===== src/sv/cwpf_pkg.sv =====
package cwpf_pkg;

  localparam int MAX_HALF_TAPS = 255;
  localparam int NUM_TAPS      = 2 * MAX_HALF_TAPS + 1;
  localparam int TAP_AW        = $clog2(NUM_TAPS);
  localparam int SAMPLE_WIDTH  = 16;
  localparam int TAP_WIDTH     = 18;
  localparam int HALF_W        = 8;
  localparam int SHIFT_W       = 6;
  localparam int COUNT_W       = 21;
  localparam int POWER_W       = 48;
  localparam int TIME_W        = 20;
  localparam int CFG_IDX_W     = 1;
  localparam int CFG_DATA_W    = 8;
  localparam int CMD_W         = 2;
  localparam int IN_DATA_W     = 64;
  localparam int IN_USER_W     = 3;
  localparam int OUT_DATA_W    = 72;
  localparam int PROD_W        = SAMPLE_WIDTH + TAP_WIDTH;
  localparam int ACC_W         = PROD_W + TAP_AW;
  localparam int SPLIT_LO      = (ACC_W + 1) / 2;
  localparam int SPLIT_HI      = ACC_W - SPLIT_LO;
  localparam int SQ_W          = 2 * SPLIT_LO;
  localparam int SUM_W         = 2 * ACC_W + 1;
  localparam int SQ_SH_W       = $clog2(SUM_W);
  localparam int QUEUE_DEPTH   = 2;
  localparam int QPTR_W        = 1;
  localparam int SQ_STEPS      = 6;
  localparam int STEP_W        = 3;

  localparam logic [COUNT_W-1:0]   COUNT_MAX = {COUNT_W{1'b1}};
  localparam logic [CFG_IDX_W-1:0] REG_HALF_LENGTH = 1'b0;
  localparam logic [CFG_IDX_W-1:0] REG_POWER_SHIFT = 1'b1;

  typedef enum logic [CMD_W-1:0] {
    CMD_LOAD   = 2'd0,
    CMD_SAMPLE = 2'd1,
    CMD_PAD    = 2'd2,
    CMD_NOP    = 2'd3
  } cmd_t;

  typedef enum logic [1:0] {
    KIND_LOAD,
    KIND_SAMPLE,
    KIND_PAD
  } kind_t;

  typedef struct packed {
    kind_t                          kind;
    logic [TAP_AW-1:0]              tap_index;
    logic signed [TAP_WIDTH-1:0]    tap_real;
    logic signed [TAP_WIDTH-1:0]    tap_imag;
    logic signed [SAMPLE_WIDTH-1:0] sample;
    logic                           record_start;
  } item_t;

  typedef enum logic [2:0] {
    ST_IDLE,
    ST_MAC,
    ST_DRAIN,
    ST_SQUARE,
    ST_SUM,
    ST_EMIT
  } state_t;

endpackage


===== src/sv/cwpf_queue.sv =====
module cwpf_queue
  import cwpf_pkg::*;
(
  input  logic  clk,
  input  logic  rst,
  input  logic  push_valid,
  output logic  push_ready,
  input  item_t push_item,
  output logic  pop_valid,
  input  logic  pop_ready,
  output item_t pop_item
);

  item_t             slots [QUEUE_DEPTH];
  logic [QPTR_W-1:0] wr_ptr;
  logic [QPTR_W-1:0] rd_ptr;
  logic [QPTR_W:0]   fill;
  logic              do_push;
  logic              do_pop;

  assign push_ready = (fill != (QPTR_W+1)'(QUEUE_DEPTH));
  assign pop_valid  = (fill != '0);
  assign pop_item   = slots[rd_ptr];
  assign do_push    = push_valid & push_ready;
  assign do_pop     = pop_valid & pop_ready;

  always_ff @(posedge clk) begin
    if (rst) begin
      wr_ptr <= '0;
      rd_ptr <= '0;
      fill   <= '0;
    end else begin
      if (do_push) begin
        wr_ptr <= wr_ptr + 1'b1;
      end
      if (do_pop) begin
        rd_ptr <= rd_ptr + 1'b1;
      end
      if (do_push && !do_pop) begin
        fill <= fill + 1'b1;
      end else if (!do_push && do_pop) begin
        fill <= fill - 1'b1;
      end
    end
  end

  always_ff @(posedge clk) begin
    if (do_push) begin
      slots[wr_ptr] <= push_item;
    end
  end

endmodule


===== config.mk =====
export PLATFORM = sky130hd
export DESIGN_NAME = cwpf_queue
export DESIGN_NICKNAME = d
export VERILOG_FILES = /design/src/sv/cwpf_pkg.sv /design/src/sv/cwpf_queue.sv
export SDC_FILE = /design/constraint.sdc
export NUM_CORES = 1
export LEC_CHECK = 0
export BUFFER_PORTS_ARGS = -buffer_cell sky130_fd_sc_hd__buf_2
export CORE_AREA = 10 10 108 110
export CTS_CLUSTER_SIZE = 10
export DETAILED_ROUTE_END_ITERATION = 6
export DIE_AREA = 0 0 118 120
export PLACE_DENSITY_LB_ADDON = 0.25
export SYNTH_ARGS = -nofsm -noshare
export SYNTH_HDL_FRONTEND = slang
export SYNTH_SLANG_ARGS = --single-unit

===== constraint.sdc =====
create_clock -name clk -period 3.4 [get_ports clk]
set_clock_uncertainty 0.1 [all_clocks]
set_input_delay 0.51 -clock clk [delete_from_list [all_inputs] [get_ports clk]]
set_output_delay 0.51 -clock clk [all_outputs]
set_load 0.05 [all_outputs]

==> results of run 1 <==
per-stage QoR:
| stage | util, % | setup slack [ps] | hold WS (ps) |
|---|---|---|---|
| after floorplan | - | 333 | 371 |
| after global placement | 59.4 | 1160 | 387 |
| after detailed placement | 59.4 | 1170 | 404 |
| after CTS | 65.6 | 595 | 63.1 |
| after global routing | 65.6 | 535 | 65.6 |
| final | 65.6 | 679 | 98.5 |
worst max path at each step:
| stage | end | startpoint | depth (start not counted) |
|---|---|---|---|
| detailed placement | pop_item[43] | register | 3 |
| floorplan | slots[1][0] | fill[0] | 2 |
| global placement | pop_item[43] | register | 3 |
| global route | pop_item[43] | register | 3 |
| CTS | pop_item[43] | register | 3 |
| finish | pop_item[43] | register | 3 |
cells in the mapped netlist, drive strengths merged:
cell / n
inv: 1
edfxtp: 128
a21oi: 2
or2: 1
and3: 1
nand2b: 1
or3: 1
xor2: 3
o21ai: 2
buf: 7
dfxtp: 5
ha: 1
nor2: 3
a21bo: 1
nand3b: 1
and2: 1
mux2: 64
report_power, final:
part           internal [mW]  total [mW]  switching (mW)
clock                   1.15        1.79           0.635
combinational          0.503        1.80            1.30
sequential              2.05        2.14          0.0886
total                   3.71        5.73            2.02
placed cells by master (no fill, tap or decap), drive strengths merged, types with 2 or more instances in the layout:
master	count
clkinvlp	6
a21oi	2
nor2	3
clkinv	3
edfxtp	128
xor2	3
bufinv	3
clkbuf	20
dfxtp	5
buf	136
o21ai	2
mux2	64
state kept, by name, indices dropped and copies added (netlist names), named ones only:
name / count
slots: 128
wr_ptr: 1
fill: 2
rd_ptr: 1
cells by family (layout without fill, tap and decap cells):
logic type	after synthesis	after routing	share of synthesized area, %
adders and majority gates	1	1	0.259
DFF	133	133	81.5
and+or+nand+nor	9	9	1.04
buffers and inverters	8	169	1.11
xor gates and xnor gates	3	3	0.543
AOI/OAI and AO/OA	5	5	0.621
muxes	64	64	14.9
worst max-delay path: stages, from the launching register on:
cell,delay (ps)
dfxtp_2,660
buf_12,310
mux2_2,390
buf_2,220
final cells by class:
| class | instances | area, um^2 | area share (%) |
|---|---|---|---|
| Sequential cell | 133 | 3950 | 62.9 |
| Clock buffer | 20 | 445 | 7.11 |
| Timing Repair Buffer | 136 | 713 | 11.4 |
| Multi-Input combinational cell | 82 | 841 | 13.4 |
| Clock inverter | 12 | 154 | 2.46 |
| Inverter | 1 | 3.75 | 0.0599 |
| Tap cell | 133 | 166 | 2.65 |
routing by layer:
layer | share of wire, % | vias to the layer above | global-route usage [%]
met3 | 5.8 | 7 | 5.49
met2 | 52 | 86 | 22.5
met5 | 0 | - | 0
met4 | 1.1 | 0 | 5.33
li1 | - | 1178 | -
met1 | 41 | 1224 | 14.6
==> results.md, run 1 <==
- Outcome: completed
- DR iter-0 viols: 152
- Die width: 118 um
- PwrDens: 914 nW/um^2
- Power, Total: 5.73 mW
- Core area: 9550 um^2
- Wire per inst: 18.1 um
- Initial Utilization: 50.7%
- Post-route DRC: 0
- Worst skew pair latency: 500 ps
- Final critical-path required period: 2720 ps
- H-Tree Depth: 4
- IO buf count: 133
- Setup slack, reg-to-reg: 1400 ps
- Max cap viols: 0
- Routed vias: 2495
- Post-CTS sizing: 0
- Layout Cells excl Fill: 517
- Longest Clk Path Bufs: 2
- Synthesis Warnings: 0
- Leak: 2.35 nW
- Sinks on Clock Net: 133
- Antenna violations before repair: 0
- Yosys top cell by area: edfxtp_1
- Design area: 6270 um^2
- Worst EP required: 2790 ps
- Synthesized netlist net count: 292
- Max-slew violation count: 0
- CP Data Arrival Time: 2110 ps
- Post-CTS Hold Buffers: 0
- Vias per cell: 4.83
- Final WL: 9350 um
- Synth cell types: 18
- Area delta synth->final: 29.6%
- # Post-CTS Setup Buffers: 0
- Finish-stage setup viols: 0
- Cell area after placement: 5670 um^2
- # nets final: 440
- Total negative setup slack: 0 ps
- Grt total ovfl: 0
- Worst-Margin Slew: 857 ps
- Syn Area/Cell: 21.7 um^2
- Synthesized area: 4840 um^2
- Vias in the first global route: 2851
- Max rail drop VDD: 0.581 mV
- R2R Path Start: fill[0]
- Largest net degree at the start of global routing: 65
- CP max FO: 43
- Placer congestion estimate: 0.682
- Post-route ant nets: 0
- Die height: 120 um
- TritonRoute pass-1 iters: 6
- CTS clock-pin slew for the worst setup and hold paths: 60 ps
- Post-DP HPWL: 6350 um
- Root Buffer: clkbuf_8
- Hold_sp: push_item[57]
- Critical path class: register to output pin
- CP endpoint kind: output pin
- RR Endpoint: slots[1][21]
- CTS tree: yes
- Number of diodes: 0
- Layout cells sized above 1: 61.5%
- Fillers: 723
- Die ar.: 14200 um^2
- Worst Reg-to-Reg Cells: 3
- CP Launch Type: register
- Row cnt: 36
- CTS Buf Count: 17
- Top cells by area, synth: edfxtp_1 (79%), mux2_2 (15%), dfxtp_1 (2.1%), buf_4 (0.93%), xor2_1 (0.54%)
- Total track usage: 13.3%
- Num ports: 134
- Hold Vio Cnt, Final: 0
- Dpl cells: 485
- Hold depth: 1
- Hold EP: slots[1][57]
- Rel. slew slack: 42.9%
- Fmax: 0.368 GHz
- Global-route wire length before repair: 14500 um
- Worst hold path class: input port to register
- RSZ-0062 raised after global routing: false
- Final period util: 80.0%
- Synth Instances: 223
- Post-synthesis sequential area ratio: 81.5%
- Top cell type's share of synthesized area: 79.5%
- #FFs+latches synth: 133
(Power assumes the default switching activity.)
==> inputs of run 2 (changes only) <==
Clock period 3.4 ns to 2.6 ns, I/O delays scaled along.
==> run 2 against run 1 <==
Effect of this change: cell area up 11%; first-iteration DRC count down 34%; non-clock buffer count up 67; critical endpoint is now pop_item[17]; core utilization up 6.9 points; via count up 10%; combinational power up 38%; register-to-register slack worse by 570 ps; die area unchanged; highest routed layer unchanged; critical path depth unchanged; power up 33%.
==> results.md, run 2 (synthesis gave the netlist of run 1 again) <==
- Outcome: completed
- Worst hold path class: input port to register
- Met2 WL post-DR: 5490 um
- CP endpoint kind: output pin
- Total track usage: 14.9%
- IO buf count: 133
- Routed vias: 2752
- TritonRoute pass-1 iters: 4
- DR top layer: met4
- Top flop regs: slots (128), fill (2)
- Reg with most FFs: slots
- Layout Cells excl Fill: 584
- Grt total ovfl: 0
- DR WL met3: 518 um
- H-Tree Depth: 4
- Hold Vio Cnt, Final: 0
- Vias per cell: 4.71
- Flip-flop count of the largest register after layout: 128
- Num ports: 134
- CP Data Arrival Time: 1800 ps
- CTS clock-pin slew for the worst setup and hold paths: 60 ps
- Worst skew pair latency: 510 ps
- Post-route DRC: 0
- Fmax: 0.436 GHz
- Post-DP HPWL: 6420 um
- Total negative setup slack: 0 ps
- RSZ-0062 raised after global routing: false
- PwrDens: 1100 nW/um^2
- CP max FO: 64
- Placer congestion estimate: 0.722
- Die height: 120 um
- Vias in the first global route: 3172
- Wire per inst: 17.7 um
- Finish-stage setup viols: 0
- CTS Buf Count: 17
- CTS tree: yes
- Fillers: 650
- Seq. cell area: 3950 um^2
- Max-slew violation count: 0
- Most common cell after layout, fill and taps aside: buf_2
- Rel. slew slack: 67.7%
- Met1 WL: 4210 um
- Area delta synth->final: 43.3%
- Initial Utilization: 50.7%
- Global-route wire length before repair: 16400 um
- Max rail drop VDD: 0.604 mV
- CP Launch Type: register
- Core area: 9550 um^2
- Antenna violations before repair: 1
- Sinks on Clock Net: 133
- # nets final: 507
- Leak: 2.62 nW
- Multi-input gate area: 841 um^2
- Row cnt: 36
- Dpl cells: 487
- Longest Clk Path Bufs: 2
- Largest net degree at the start of global routing: 65
- Critical path class: register to output pin
- Final critical-path required period: 2290 ps
- Layout cells sized above 1: 52.4%
- Post-route ant nets: 0
- Max cap viols: 0
- Worst EP required: 2110 ps
- Die width: 118 um
- Die ar.: 14200 um^2
- Worst-Margin Slew: 485 ps
- Final WL: 10300 um
- DR iter-0 viols: 101
- Post-CTS sizing: 0
- Final period util: 88.1%
- Root Buffer: clkbuf_8
- Most frequent cells in the layout: buf_2 (133), edfxtp_1 (128), dlygate4sd3_1 (65), mux2_2 (64), clkbuf_16 (16)
-- run 2: worst paths after layout --
check	from	endpoint	slack, ps	depth (start not counted)
worst max-delay path	register	pop_item[17]	310	3
worst min-delay path	push_valid	wr_ptr	130	3
worst max register to register	fill[0]	slots[0][8]	830	4
worst min register to register	rd_ptr	rd_ptr	400	2
-- run 2: through the flow --
step | hold slack, ps | setup slack (ps) | instance area (um^2) | power, mW | utilization (%)
floorplan | 359 | 104 | 4840 | 4.70 | -
global placement | 384 | 842 | 5680 | 5.21 | 59.4
detailed placement | 395 | 843 | 5680 | 5.23 | 59.4
CTS | 107 | 286 | 6930 | 7.72 | 72.5
global route | 121 | 230 | 6930 | 7.94 | 72.6
finish | 134 | 308 | 6930 | 7.64 | 72.6
-- run 2: worst max-delay path, cell delays in order (launching register included) --
cell     delay (ps)
dfxtp_2         340
buf_12          310
mux2_2          380
buf_2           210
-- run 2: report_power, final --
part / leakage (nW) / switching [mW] / internal (mW)
registers: 1.24 / 0.0783 / 2.68
clock network: 0.277 / 0.842 / 1.55
logic: 1.11 / 1.76 / 0.724
total: 2.62 / 2.68 / 4.96
-- run 2: area by class of cell --
class                      instances  share of cell area [%]
antenna                            1                  0.0361
clock buffer                      19                    6.08
clock inverter                    12                    2.60
inverter                           1                   0.108
multi-input combinational         82                    12.1
sequential                       133                    56.9
tap                              133                    2.40
timing repair buffer             203                    19.7
-- run 2: timing repair --
item | CTS | global route
endpoints found under the hold margin | 132 | 0
hold buffers | 65 | 0
setup buffers | 0 | 0
-- run 2: metal layers --
layer	track usage, %	vias to the layer above
met5	0	-
met2	25.7	78
met1	16.3	1353
met4	6.41	0
li1	-	1315
met3	5.39	6
==> inputs of run 3 (changes only) <==
Settings changed: CELL_PAD_IN_SITES_DETAIL_PLACEMENT set to 2, CELL_PAD_IN_SITES_GLOBAL_PLACEMENT set to 2, CORE_AREA 10 10 108 110 to 10 10 124 126, DIE_AREA 0 0 118 120 to 0 0 134 136.
==> run 3 against run 2 <==
Effect of this change: critical path type unchanged; core utilization is 24 points lower; register-to-register slack got worse by 50 ps; final cell count decreased by 3.8%; cell area fell by 8.7%; highest routed layer is now met5.
==> results.md, run 3 (synthesis gave the netlist of run 1 again) <==
- Layout Cells excl Fill: 562
- Die width: 134 um
- Number of diodes: 0
- Vias per cell: 4.63
- Final period util: 84.4%
- Flip-flop count of the largest register after layout: 128
- Outcome: completed
- Final critical-path required period: 2190 ps
- Worst-Margin Slew: 386 ps
- Routed vias: 2601
- Wire per inst: 20.4 um
- CTS tree: yes
- Total negative setup slack: 0 ps
- CP Launch Type: register
- Area delta synth->final: 30.8%
- Row cnt: 42
- Sinks on Clock Net: 133
- H-Tree Depth: 4
- RSZ-0062 raised after global routing: false
- Post-route DRC: 0
- Worst hold path class: input port to register
- CTS clock-pin slew for the worst setup and hold paths: 60 ps
- Max-slew violation count: 0
- Initial Utilization: 37.3%
- Rel. slew slack: 74.2%
- Post-CTS Hold Buffers: 0
- Post-DP HPWL: 8180 um
- Power, Total: 7.48 mW
- Num ports: 134
- Grt total ovfl: 0
- Layout cells sized above 1: 60.1%
- Die ar.: 18200 um^2
- CTS Buf Count: 17
- Max rail drop VDD: 0.525 mV
- Most common cell after layout, fill and taps aside: buf_2
- Slowest CP cell: dfxtp_4
- Cell breakdown of the critical path: buf_4 -> mux2_2 -> buf_2
- Hold Vio Cnt, Final: 0
- Post-route ant nets: 0
- Critical path class: register to output pin
- Worst skew pair latency: 410 ps
- Total track usage: 13.0%
- Die height: 136 um
- Vias in the first global route: 2951
- Fmax: 0.456 GHz
- CP max FO: 19
- Dpl cells: 530
- Global-route wire length before repair: 17500 um
- CP endpoint kind: output pin
- Leak: 2.36 nW
- IO buf count: 133
- Most frequent cells in the layout: buf_2 (133), edfxtp_1 (128), mux2_2 (64), clkbuf_16 (17), clkbuf_1 (7)
- Max incr delay on CP: 390 ps
- Final WL: 11500 um
- Longest Clk Path Bufs: 2
- Largest net degree at the start of global routing: 43
- Placer congestion estimate: 0.703
- Finish-stage setup viols: 0
- CP Data Arrival Time: 1700 ps
- # nets final: 442
- DR iter-0 viols: 108
- Antenna violations before repair: 1
- Root Buffer: clkbuf_16
- Post-CTS sizing: 0
- Top flop regs: slots (128), fill (2)
- Fillers: 1206
- Worst EP required: 2110 ps
- TritonRoute pass-1 iters: 4
- # Post-CTS Setup Buffers: 0
- Worst Hold Margin: 67.6 ps
- PwrDens: 1180 nW/um^2
- Core area: 13000 um^2
- Reg with most FFs: slots
- Max cap viols: 0
-- run 3: cell count changes in the layout (fill, tap and decap cells not counted), moves of 2 or more --
cell,previous run,this run
dlygate4sd3_1,65,0
clkbuf_8,1,4
clkinv_2,1,3
clkinvlp_4,6,1
buf_12,1,4
bufinv_16,4,1
clkbuf_1,2,7
buf_4,4,1
-- run 3: area by class of cell --
| class | instances | area (um^2) | area share (%) |
|---|---|---|---|
| tap | 176 | 220 | 3.48 |
| inverter | 1 | 7.51 | 0.119 |
| sequential | 133 | 3950 | 62.4 |
| clock buffer | 28 | 507 | 8.01 |
| timing repair buffer | 138 | 753 | 11.9 |
| clock inverter | 4 | 45.0 | 0.712 |
| multi-input combinational | 82 | 845 | 13.4 |
-- run 3: critical path: cells and delay by family, from the launching register on --
family / cells / cell delay [ps]
multiplexers: 1 / 390
buffers and inverters: 2 / 510
flip-flops: 1 / 390
-- run 3: routing by layer --
layer / vias to the layer above / global-route usage (%) / wire length (um) / share of wire (%)
li1: 1187 / - / - / -
met1: 1295 / 14.0 / 4470 / 39
met2: 98 / 21.8 / 5960 / 52
met3: 19 / 5.83 / 831 / 7.2
met4: 2 / 5.56 / 211 / 1.8
met5: - / 0 / 13 / 0.11
-- run 3: worst paths after layout --
| path | start | endpoint | slack (ps) | depth (start not counted) |
|---|---|---|---|---|
| max | register | pop_item[29] | 410 | 3 |
| min | push_item[14] | slots[1][14] | 70 | 1 |
| max reg2reg | fill[0] | slots[1][40] | 780 | 3 |
| min reg2reg | rd_ptr | register | 410 | 2 |
-- run 3: report_power, final --
part | leakage (nW) | internal [mW] | total, mW | switching [mW]
Clock | 0.272 | 1.41 | 2.22 | 0.807
Combinational | 0.849 | 0.694 | 2.48 | 1.79
Sequential | 1.24 | 2.68 | 2.77 | 0.0898
Total | 2.36 | 4.79 | 7.48 | 2.69
-- run 3: per-stage QoR --
step           worst slack [ps]  cell area (um^2)  utilization, %
6_report                    405              6320            48.7
5_1_grt                     325              6320            48.7
4_1_cts                     357              6320            48.7
3_5_place_dp                758              5770            44.5
3_3_place_gp                824              5770            44.5
2_1_floorplan               104              4840               -
